File: config.mk
export PLATFORM = sky130hd
export DESIGN_NAME = delimited_field_splitter_top
export DESIGN_NICKNAME = d
export VERILOG_FILES = /design/src/hw/rtl/dfs_pkg.sv /design/src/hw/rtl/dfs_parse.sv /design/src/hw/rtl/delimited_field_splitter_top.sv
export SDC_FILE = /design/constraint.sdc
export NUM_CORES = 1
export LEC_CHECK = 0
export BUFFER_PORTS_ARGS = -buffer_cell sky130_fd_sc_hd__buf_4
export CAP_MARGIN = 20
export CORE_MARGIN = 2
export CORE_UTILIZATION = 60
export DETAILED_ROUTE_END_ITERATION = 8
export HOLD_SLACK_MARGIN = 0.08
export PLACE_DENSITY = 0.89
export SLEW_MARGIN = 5
export SYNTH_ARGS = -nofsm -noshare
export SYNTH_HDL_FRONTEND = slang
export SYNTH_SLANG_ARGS = --single-unit
File: constraint.sdc
create_clock -name clk -period 7.05 [get_ports clk]
set_input_delay 1.0575 -clock clk [delete_from_list [all_inputs] [get_ports clk]]
set_output_delay 1.0575 -clock clk [all_outputs]
set_load 0.02 [all_outputs]
File: src/hw/rtl/dfs_pkg.sv
package dfs_pkg;

	localparam int DEF_MAX_FIELD_LEN = 1024;
	localparam int DEF_MAX_FIELDS    = 256;

	localparam logic [7:0] CH_NEWLINE = 8'd10;
	localparam logic [7:0] CH_SPACE   = 8'd32;
	localparam logic [7:0] CH_TAB     = 8'd9;
	localparam logic [7:0] CH_CR      = 8'd13;

	localparam logic [1:0] REG_SEPARATOR = 2'd0;
	localparam logic [1:0] REG_QUOTE     = 2'd1;
	localparam logic [1:0] REG_RTRIM     = 2'd2;

	typedef struct packed {
		logic [7:0] separator_char;
		logic [7:0] quote_char;
		logic       rtrim_enable;
	} cfg_t;

	typedef struct packed {
		logic [7:0]  out_byte;
		logic        byte_valid;
		logic [9:0]  byte_position;
		logic        field_end;
		logic        record_end;
		logic [7:0]  field_index;
		logic [10:0] field_length;
		logic        was_quoted;
		logic        quote_error;
		logic        overlong;
	} result_t;

	function automatic logic is_ws(input logic [7:0] b);
		return (b == CH_SPACE) || ((b >= CH_TAB) && (b <= CH_CR));
	endfunction

endpackage

File: src/hw/rtl/dfs_parse.sv
module dfs_parse import dfs_pkg::*; #(
	parameter int MAX_FIELD_LEN = DEF_MAX_FIELD_LEN,
	parameter int MAX_FIELDS    = DEF_MAX_FIELDS
) (
	input  logic       clk,
	input  logic       arst_n,
	input  logic       step,
	input  logic [7:0] in_byte,
	input  logic       eod,
	input  cfg_t       cfg,
	output logic       res_vld,
	output result_t    res
);

	localparam int PW = $clog2(MAX_FIELD_LEN + 1);
	localparam int FW = $clog2(MAX_FIELDS);
	localparam logic [PW-1:0] POS_MAX = PW'(MAX_FIELD_LEN);
	localparam logic [FW-1:0] CNT_MAX = FW'(MAX_FIELDS - 1);

	typedef enum logic [2:0] {
		M_START  = 3'd0,
		M_PLAIN  = 3'd1,
		M_QUOTED = 3'd2,
		M_QSEEN  = 3'd3,
		M_AFTERQ = 3'd4,
		M_JUNK   = 3'd5,
		M_SKIPWS = 3'd6
	} mode_t;

	typedef enum logic [1:0] {
		A_NONE,
		A_CONTENT,
		A_CLOSE,
		A_MARKER
	} act_t;

	mode_t         mode_q, mode_d, next_mode;
	logic [PW-1:0] pos_q, pos_d, pos_e;
	logic [PW-1:0] trail_q, trail_d, trail_e;
	logic [FW-1:0] cnt_q, cnt_d;
	logic          ovl_q, ovl_d, ovl_e;

	act_t          act;
	logic          rec, clr;
	logic          nl, sm, ws, sep_hit, qhit, quoted;
	logic [PW-1:0] len;

	assign nl      = (in_byte == CH_NEWLINE);
	assign sm      = (cfg.separator_char == CH_SPACE);
	assign ws      = is_ws(in_byte);
	assign sep_hit = !sm && (in_byte == cfg.separator_char);
	assign qhit    = (cfg.quote_char != 8'd0) && (in_byte == cfg.quote_char);
	assign quoted  = (mode_q == M_QUOTED) || (mode_q == M_QSEEN) ||
			(mode_q == M_AFTERQ) || (mode_q == M_JUNK);

	always_comb begin
		act       = A_NONE;
		rec       = 1'b0;
		clr       = 1'b0;
		next_mode = mode_q;
		if (eod) begin
			case (mode_q)
				M_SKIPWS: begin
					next_mode = M_START;
					if (cnt_q != '0) act = A_MARKER;
				end
				M_PLAIN, M_QUOTED, M_QSEEN, M_AFTERQ, M_JUNK: begin
					act = A_CLOSE;
					rec = 1'b1;
					next_mode = M_START;
				end
				default: begin
					next_mode = M_START;
					if (cnt_q != '0) begin
						act = A_CLOSE;
						rec = 1'b1;
					end else begin
						clr = 1'b1;
					end
				end
			endcase
		end else begin
			case (mode_q)
				M_PLAIN, M_JUNK: begin
					if (nl) begin
						act = A_CLOSE;
						rec = 1'b1;
						next_mode = M_START;
					end else if (sm && ws) begin
						act = A_CLOSE;
						next_mode = M_SKIPWS;
					end else if (sep_hit) begin
						act = A_CLOSE;
						next_mode = M_START;
					end else if (mode_q == M_PLAIN) begin
						act = A_CONTENT;
					end
				end
				M_QUOTED: begin
					if (qhit) next_mode = M_QSEEN;
					else act = A_CONTENT;
				end
				M_QSEEN, M_AFTERQ: begin
					if ((mode_q == M_QSEEN) && qhit) begin
						act = A_CONTENT;
						next_mode = M_QUOTED;
					end else if (nl) begin
						act = A_CLOSE;
						rec = 1'b1;
						next_mode = M_START;
					end else if (sm && ws) begin
						act = A_CLOSE;
						next_mode = M_SKIPWS;
					end else if (sep_hit) begin
						act = A_CLOSE;
						next_mode = M_START;
					end else if (!sm && (in_byte == CH_SPACE)) begin
						next_mode = M_AFTERQ;
					end else begin
						next_mode = M_JUNK;
					end
				end
				default: begin
					if (qhit) begin
						clr = 1'b1;
						next_mode = M_QUOTED;
					end else if (nl) begin
						next_mode = M_START;
						if (mode_q == M_SKIPWS) begin
							act = A_MARKER;
						end else begin
							act = A_CLOSE;
							rec = 1'b1;
						end
					end else if (sm && ws) begin
						if (mode_q != M_SKIPWS) begin
							act = A_CLOSE;
							next_mode = M_SKIPWS;
						end
					end else if (sep_hit) begin
						act = A_CLOSE;
						next_mode = M_START;
					end else begin
						clr = 1'b1;
						act = A_CONTENT;
						next_mode = M_PLAIN;
					end
				end
			endcase
		end
	end

	assign pos_e   = clr ? '0 : pos_q;
	assign trail_e = clr ? '0 : trail_q;
	assign ovl_e   = clr ? 1'b0 : ovl_q;
	assign len     = (cfg.rtrim_enable && !quoted) ? (pos_q - trail_q) : pos_q;

	always_comb begin
		res     = '0;
		res_vld = 1'b0;
		mode_d  = next_mode;
		pos_d   = pos_e;
		trail_d = trail_e;
		ovl_d   = ovl_e;
		cnt_d   = cnt_q;
		case (act)
			A_CONTENT: begin
				if (pos_e >= POS_MAX) begin
					ovl_d = 1'b1;
				end else begin
					res_vld           = 1'b1;
					res.out_byte      = in_byte;
					res.byte_valid    = 1'b1;
					res.byte_position = 10'(pos_e);
					res.field_index   = 8'(cnt_q);
					pos_d             = pos_e + 1'b1;
					if (in_byte == CH_SPACE) begin
						if (trail_e < POS_MAX) trail_d = trail_e + 1'b1;
					end else begin
						trail_d = '0;
					end
				end
			end
			A_CLOSE: begin
				res_vld          = 1'b1;
				res.field_end    = 1'b1;
				res.record_end   = rec;
				res.field_index  = 8'(cnt_q);
				res.field_length = 11'(len);
				res.was_quoted   = quoted;
				res.quote_error  = (mode_q == M_JUNK);
				res.overlong     = ovl_q;
				if (rec) cnt_d = '0;
				else if (cnt_q < CNT_MAX) cnt_d = cnt_q + 1'b1;
				pos_d   = '0;
				trail_d = '0;
				ovl_d   = 1'b0;
			end
			A_MARKER: begin
				res_vld         = 1'b1;
				res.record_end  = 1'b1;
				res.field_index = 8'(cnt_q);
				cnt_d   = '0;
				pos_d   = '0;
				trail_d = '0;
				ovl_d   = 1'b0;
			end
			default: begin
			end
		endcase
	end

	always_ff @(posedge clk or negedge arst_n) begin
		if (!arst_n) begin
			mode_q  <= M_START;
			pos_q   <= '0;
			trail_q <= '0;
			cnt_q   <= '0;
			ovl_q   <= 1'b0;
		end else if (step) begin
			mode_q  <= mode_d;
			pos_q   <= pos_d;
			trail_q <= trail_d;
			cnt_q   <= cnt_d;
			ovl_q   <= ovl_d;
		end
	end

endmodule

File: src/hw/rtl/delimited_field_splitter_top.sv
// Delimited field splitter: splits a byte stream into fields and records.
// Input channel: in_valid/in_stall carry one word per handshake, either a
// text byte (in_byte) or an end-of-data mark (end_of_data high).
// Output channel: out_valid/out_stall carry zero or one result word per
// input word: a content byte with its offset, an end-of-field word with
// index and length, or a record marker.
// Configuration: write separator, quote and trim registers through
// cfg_we/cfg_index/cfg_data while the block is idle.
// Throughput: one input word per cycle while in_stall is low, set by the
// single-pass parser between the input register and the output register.
// Path: an accepted input word loads the input register; the parser result
// then loads the output register, or the skid register if that one is held.
// Stall: results back up into a one-word skid register; in_stall rises
// only when the skid register is full and the input register holds a word.
// Reset: registers return to separator 9, quoting off, trim off; the parser
// returns to field start with counters cleared; all buffers empty.
module delimited_field_splitter_top import dfs_pkg::*; #(
	parameter int MAX_FIELD_LEN = DEF_MAX_FIELD_LEN,
	parameter int MAX_FIELDS    = DEF_MAX_FIELDS
) (
	input  logic        clk,
	input  logic        arst_n,
	input  logic        cfg_we,
	input  logic [1:0]  cfg_index,
	input  logic [7:0]  cfg_data,
	input  logic        in_valid,
	output logic        in_stall,
	input  logic [7:0]  in_byte,
	input  logic        end_of_data,
	output logic        out_valid,
	input  logic        out_stall,
	output logic [7:0]  out_byte,
	output logic        byte_valid,
	output logic [9:0]  byte_position,
	output logic        field_end,
	output logic        record_end,
	output logic [7:0]  field_index,
	output logic [10:0] field_length,
	output logic        was_quoted,
	output logic        quote_error,
	output logic        overlong
);

	cfg_t       cfg_q;
	logic [7:0] byte_s1;
	logic       eod_s1;
	logic       vld_s1;
	logic       step;
	logic       res_vld;
	result_t    res;
	result_t    out_q, skid_q;
	logic       out_vld_q, skid_vld_q;
	logic       take;

	always_ff @(posedge clk or negedge arst_n) begin
		if (!arst_n) begin
			cfg_q.separator_char <= CH_TAB;
			cfg_q.quote_char     <= 8'd0;
			cfg_q.rtrim_enable   <= 1'b0;
		end else if (cfg_we) begin
			case (cfg_index)
				REG_SEPARATOR: cfg_q.separator_char <= cfg_data;
				REG_QUOTE:     cfg_q.quote_char     <= cfg_data;
				REG_RTRIM:     cfg_q.rtrim_enable   <= cfg_data[0];
				default: begin
				end
			endcase
		end
	end

	assign in_stall = vld_s1 && skid_vld_q;
	assign step     = vld_s1 && !skid_vld_q;
	assign take     = out_vld_q && !out_stall;

	always_ff @(posedge clk or negedge arst_n) begin
		if (!arst_n) begin
			vld_s1 <= 1'b0;
		end else if (!in_stall) begin
			vld_s1 <= in_valid;
		end
	end

	always_ff @(posedge clk) begin
		if (in_valid && !in_stall) begin
			byte_s1 <= in_byte;
			eod_s1  <= end_of_data;
		end
	end

	dfs_parse #(
		.MAX_FIELD_LEN(MAX_FIELD_LEN),
		.MAX_FIELDS   (MAX_FIELDS)
	) u_parse (
		.clk    (clk),
		.arst_n (arst_n),
		.step   (step),
		.in_byte(byte_s1),
		.eod    (eod_s1),
		.cfg    (cfg_q),
		.res_vld(res_vld),
		.res    (res)
	);

	always_ff @(posedge clk or negedge arst_n) begin
		if (!arst_n) begin
			out_vld_q  <= 1'b0;
			skid_vld_q <= 1'b0;
		end else if (skid_vld_q) begin
			if (take) skid_vld_q <= 1'b0;
		end else if (step && res_vld) begin
			if (!out_vld_q || take) out_vld_q <= 1'b1;
			else skid_vld_q <= 1'b1;
		end else if (take) begin
			out_vld_q <= 1'b0;
		end
	end

	always_ff @(posedge clk) begin
		if (skid_vld_q) begin
			if (take) out_q <= skid_q;
		end else if (step && res_vld) begin
			if (!out_vld_q || take) out_q <= res;
			else skid_q <= res;
		end
	end

	assign out_valid     = out_vld_q;
	assign out_byte      = out_q.out_byte;
	assign byte_valid    = out_q.byte_valid;
	assign byte_position = out_q.byte_position;
	assign field_end     = out_q.field_end;
	assign record_end    = out_q.record_end;
	assign field_index   = out_q.field_index;
	assign field_length  = out_q.field_length;
	assign was_quoted    = out_q.was_quoted;
	assign quote_error   = out_q.quote_error;
	assign overlong      = out_q.overlong;

endmodule
==> results of run 1 <==
==> final cells by class <==
type | count | area (um^2) | share of cell area
Inverter | 26 | 97.6 | 0.0106
Tap cell | 176 | 220 | 0.0239
Timing Repair Buffer | 74 | 573 | 0.0623
Clock buffer | 17 | 425 | 0.0462
Clock inverter | 15 | 176 | 0.0192
Sequential cell | 149 | 4210 | 0.457
Multi-Input combinational cell | 493 | 3500 | 0.380
==> worst max-delay path: stages (launching register included) <==
cell and delay (ns):
edfxtp_1 0.50, nor3_1 0.33, and4b_1 0.44, o21a_2 0.23, o211ai_1 0.20, and2_2 0.43
nor4_4 0.61, nor2b_1 0.67, a22o_1 0.27
==> cells in the final DEF (no fill, tap or decap), types with 4 or more instances in the layout <==
cell type and instances:
xnor2_1 13, ha_1 16, a22o_1 14, a21oi_1 31, o21a_1 6, a21o_1 4
xor2_1 7, a31oi_1 10, nand4_1 11, and2_1 31, nor4_1 6, dfrtp_1 51
nor2_1 60, nand3_1 10, or3_1 6, o21ai_1 6, o21ai_0 22, nor3_1 16
nand2_1 57, buf_4 72, o211ai_1 4, o22a_1 4, clkbuf_16 17, nor2b_1 7
mux2_2 37, o31ai_1 16, o41ai_1 5, inv_1 24, nor4b_1 4, and3_1 8
edfxtp_1 95, a211oi_1 5
==> cells by family after synthesis <==
kind of cell,synth area share
flip-flops,0.528
XOR/XNOR,0.0220
adder cells (fa/ha/maj),0.0276
AND/OR/NAND/NOR,0.167
multiplexers,0.0561
AO/OA/AOI/OAI,0.165
buffers and inverters,0.0352
==> per-layer routing <==
metal,vias up,part of all wire,global-route usage
met1,2927,0.41,0.340
met2,317,0.50,0.447
met5,-,0,0
met3,46,0.070,0.0560
li1,2766,-,-
met4,0,0.022,0.0990
==> through the flow <==
| step | setup WS [ns] | total power, uW | utilization | std cells | hold WS, ns |
|---|---|---|---|---|---|
| 4_1_cts | 3.19 | 3480 | 0.701 | 948 | 0.518 |
| 6_report | 3.22 | 3490 | 0.703 | 950 | 0.522 |
| 5_1_grt | 3.09 | 3640 | 0.703 | 950 | 0.554 |
| 2_1_floorplan | 1.29 | 2180 | - | 704 | 0.463 |
| 3_3_place_gp | 3.41 | 2490 | 0.655 | 916 | 0.507 |
| 3_5_place_dp | 3.22 | 2550 | 0.655 | 916 | 0.506 |
==> sequential cells by signal, indices dropped and copies added (netlist names), 3 cells and up <==
signal           flops
byte_position       10
byte_s1              8
cfg_q               17
field_index          8
field_length        11
out_byte             8
skid_q              43
u_parse.cnt_q        8
u_parse.mode_q       3
u_parse.pos_q       11
u_parse.trail_q     11
==> worst min path at each step <==
| stage | from | to | cells past startpoint |
|---|---|---|---|
| after global placement | skid_q[13] | field_length[10] | 2 |
| after CTS | u_parse.ovl_q | u_parse.ovl_q | 2 |
| final | u_parse.ovl_q | u_parse.ovl_q | 2 |
| after detailed placement | u_parse.ovl_q | u_parse.ovl_q | 2 |
| after floorplan | u_parse.ovl_q | u_parse.ovl_q | 2 |
| after global routing | skid_q[19] | field_index[5] | 2 |
==> report_power, final <==
part,internal (uW),switching [uW]
Combinational,453,780
Sequential,1210,122
Clock,557,371
Total,2220,1270
==> run summary, run 1 <==
status - finished, final reports clean
Post-DP HPWL - 12400 um
reg-to-reg startpoint - byte_s1[1]
placed inst area - 0.00857 mm^2
clk sink count - 149
initial antenna violation count - 0
Synth-to-Final Area Change - 15.5%
top post-synthesis cells by area - edfxtp_1, dfrtp_1, mux2_2
Worst Path Required - 7.34 ns
Synth top area share - 0.358
Async S/R FF share, synth - 0.362
Synth area leader - edfxtp_1
Root Buffer - clkbuf_16
clk_lat worst skew - 0.44 ns
hold crit path type - reg2reg
post-route cell area - 0.00920 mm^2
synthesized cell area - 0.00797 mm^2
Die Y-Extent - 119 um
depth of the CTS H-tree - 4
post-CTS sizing - 0
drt initial violations - 792
Vias/cell - 6.37
nets@finish - 802
Filler cells - 888
Pins Over Slew Limit - 0
Post-synth top flop - edfxtp_1
critical path endpoint - byte_position[5]
first-pass GRT wire length - 29500 um
syn nets - 745
antenna diode count - 0
CTS Hold Bufs - 0
worst slew pin tran - 0.953 ns
Max Fclk - 261 MHz
reg2reg end - byte_position[5]
flop and latch count out of synthesis - 149
Vias - 6056
initial cell density of the core - 0.609
Setup crit start kind - register
YS warnings - 0
residual DRC count - 0
TNS Setup - 0 ns
Slew HR - 0.363
RD Place Congestion - 0.944
Core Area - 0.0131 mm^2
# IOs - 69
reg2reg setup slack - 3.22 ns
RSZ-0062 raised after global routing - no
final wirelength - 18200 um
P_leak - 0.00347 uW
GRT Total Usage - 0.266
share of cells above drive strength 1 - 0.227
DRT antenna net count - 0
Mean Syn Cell Area - 11.3 um^2
post-CTS setup buffer count - 0
GRT Residual Overflow - 0
start point of the critical path - byte_s1[1]
CTS buffer count - 17
R2R depth - 8
row count - 42
Worst-path clk slew - 0.06 ns
post-synthesis sequential area ratio - 0.528
top-count cell post-synth - edfxtp_1
IO Port Bufs - 68
DR WL/cell - 19.2 um
Hold Fails Final Rpt - 0
Initial DRT Pass Iterations - 6
crit-path max FO - 21
CTS tree - yes
die footprint - 0.0142 mm^2
Setup crit end kind - register
Post-synth EDFFs - 95
vias in the first global route - 5758
kind of critical path - reg2reg
minimum clock period - 3.83 ns
ratio of final minimum period to clock period - 0.544
largest net degree at the start of global routing - 64
WP data arrival - 4.13 ns
final setup fails - 0
P per Cell Area - 380 mW/mm^2
Max clock buf depth - 2
max cap viols - 0
die width - 119 um
Worst Skew - 0.00777 ns
post-synth cell types - 86
peak supply drop - 0.196 mV
Post-Syn Instances - 704
most common library cells after synthesis - edfxtp_1, nor2_1, nand2_1, dfrtp_1, mux2_2
Power figures use the tool's default switching activity.
==> run 2, diff against run 1 <==
==> constraint.sdc (replaced) <==
create_clock -name clk -period 3.9 [get_ports clk]
set_input_delay 0.585 -clock clk [delete_from_list [all_inputs] [get_ports clk]]
set_output_delay 0.585 -clock clk [all_outputs]
set_load 0.02 [all_outputs]
==> run summary, run 2 (synthesis gave the netlist of run 1 again) <==
Max clock buf depth - 2 (unchanged)
depth of the CTS H-tree - 4 (unchanged)
non-filler instance count after layout - 961 (was 950)
Setup crit end kind - register (unchanged)
post-CTS setup buffer count - 0 (unchanged)
reg-to-reg startpoint - byte_s1[1] (unchanged)
Regs by FF count - skid_q: 43 flops, cfg_q: 17 flops (unchanged)
share of cells above drive strength 1 - 0.238 (was 0.227)
drt initial violations - 547 (was 792)
TNS Setup - 0 ns (unchanged)
hold crit path type - in2async (was reg2reg)
Pins Over Slew Limit - 0 (unchanged)
GRT Max-Usage Layer - met2 (unchanged)
ratio of final minimum period to clock period - 0.909 (was 0.544)
max cap viols - 0 (unchanged)
Post-DP HPWL - 12900 um (was 12400 um)
CTS buffer count - 17 (unchanged)
most common cell after layout, fill and taps aside - edfxtp_1 (unchanged)
initial antenna violation count - 0 (unchanged)
start point of the critical path - byte_s1[1] (unchanged)
residual DRC count - 0 (unchanged)
status - finished, final reports clean (unchanged)
Top reg by flops - skid_q (unchanged)
RD Place Congestion - 0.886 (was 0.944)
P per Cell Area - 700 mW/mm^2 (was 380 mW/mm^2)
Max Fclk - 282 MHz (was 261 MHz)
clk sink count - 149 (unchanged)
DR WL/cell - 20.0 um (was 19.2 um)
vias in the first global route - 6104 (was 5758)
Vias/cell - 6.39 (was 6.37)
crit-path max FO - 32 (was 21)
total power draw - 6530 uW (was 3490 uW)
initial cell density of the core - 0.609 (unchanged)
Setup crit start kind - register (unchanged)
final setup fails - 0 (unchanged)
DP Cell Count - 928 (was 916)
Die Y-Extent - 119 um (unchanged)
Largest register FFs - 43 (unchanged)
Core Area - 0.0131 mm^2 (unchanged)
Initial DRT Pass Iterations - 5 (was 6)
peak supply drop - 0.366 mV (was 0.196 mV)
# IOs - 69 (unchanged)
Worst-path clk slew - 0.06 ns (about the same)
first-pass GRT wire length - 31200 um (was 29500 um)
Synth-to-Final Area Change - 17.1% (was 15.5%)
DRT antenna net count - 0 (unchanged)
most frequent cells in the layout - edfxtp_1, buf_4, nor2_1, nand2_1, dfrtp_1 (unchanged)
minimum clock period - 3.54 ns (was 3.83 ns)
GRT Total Usage - 0.281 (was 0.266)
Worst Skew - 0.00643 ns (was 0.00777 ns)
met1 GRT Util - 0.355 (was 0.340)
Vias - 6136 (was 6056)
Hold Fails Final Rpt - 0 (unchanged)
RSZ-0062 raised after global routing - no (unchanged)
die footprint - 0.0142 mm^2 (unchanged)
Worst Path Required - 3.99 ns (was 7.34 ns)
Slew HR - 0.445 (was 0.363)
nets@finish - 813 (was 802)
P_leak - 0.00354 uW (was 0.00347 uW)
final wirelength - 19200 um (was 18200 um)
Root Buffer - clkbuf_16 (unchanged)
kind of critical path - reg2reg (unchanged)
IO Port Bufs - 68 (unchanged)
GRT Residual Overflow - 0 (unchanged)
row count - 42 (unchanged)
WP data arrival - 3.63 ns (was 4.13 ns)
largest net degree at the start of global routing - 55 (was 64)
clk_lat worst skew - 0.43 ns (was 0.44 ns)
CTS tree - yes (unchanged)
GR Util met2 - 0.474 (was 0.447)
GRT met3 Usage - 0.0503 (was 0.0560)
die width - 119 um (unchanged)
worst slew pin tran - 0.828 ns (was 0.953 ns)
antenna diode count - 0 (unchanged)
==> run 2: stage by stage <==
stage                util  area, um^2  hold slack, ns  setup slack, ns
finish              0.713        9330           0.204            0.356
global placement    0.663        8670           0.493            0.513
floorplan               -        7980           0.289            0.169
global route        0.713        9330           0.256            0.110
detailed placement  0.663        8670           0.503            0.374
CTS                 0.712        9320           0.225            0.304
==> run 2: final timing paths <==
| kind | slack [ns] | cells after the start | end |
|---|---|---|---|
| worst min register to register | 0.51 | 2 | u_parse.ovl_q |
| worst min-delay path | 0.20 | 1 | u_parse.pos_q[7] |
| worst max register to register | 0.36 | 9 | byte_position[6] |
| max in group asynchronous | 3.18 | 1 | skid_vld_q |
| min in group clk | 0.33 | 1 | byte_s1[6] |
| worst max-delay path | 0.36 | 9 | byte_position[6] |
==> run 2: layout make-up <==
type / count / area, um^2
well taps: 176 / 220
inverters: 26 / 97.6
flip-flops and latches: 149 / 4210
clock inverters: 15 / 226
multi-input cells: 493 / 3500
repair buffers: 85 / 648
fillers: 883 / 3760
clock buffers: 17 / 425
==> run 2: per-layer routing <==
layer / part of all wire / up-vias
met5: 0 / -
met4: 0.024 / 0
met3: 0.062 / 41
met2: 0.51 / 292
met1: 0.41 / 3022
li1: - / 2781
==> run 2: power breakdown <==
| group | switching [uW] | total (uW) | internal [uW] | leakage (uW) |
|---|---|---|---|---|
| logic | 1420 | 2280 | 862 | 0.00162 |
| registers | 246 | 2430 | 2190 | 0.00161 |
| clock network | 674 | 1810 | 1140 | 0.000312 |
| total | 2340 | 6530 | 4190 | 0.00354 |
==> run 2: what timing repair did <==
| item | 4_1_cts | 5_1_grt |
|---|---|---|
| endpoints found under the setup margin | 0 | 2 |
| resized for setup | 0 | 1 |
| hold buffers | 0 | 0 |
| endpoints found under the hold margin | 0 | 0 |
==> run 2: critical path, stage by stage, from the launching register on <==
cell	delay, ns
edfxtp_1	0.50
nor3_1	0.32
and4b_1	0.25
o21a_2	0.25
o21ba_1	0.22
o211ai_2	0.55
a21o_1	0.33
nand2_1	0.19
a21boi_4	0.19
buf_4	0.39
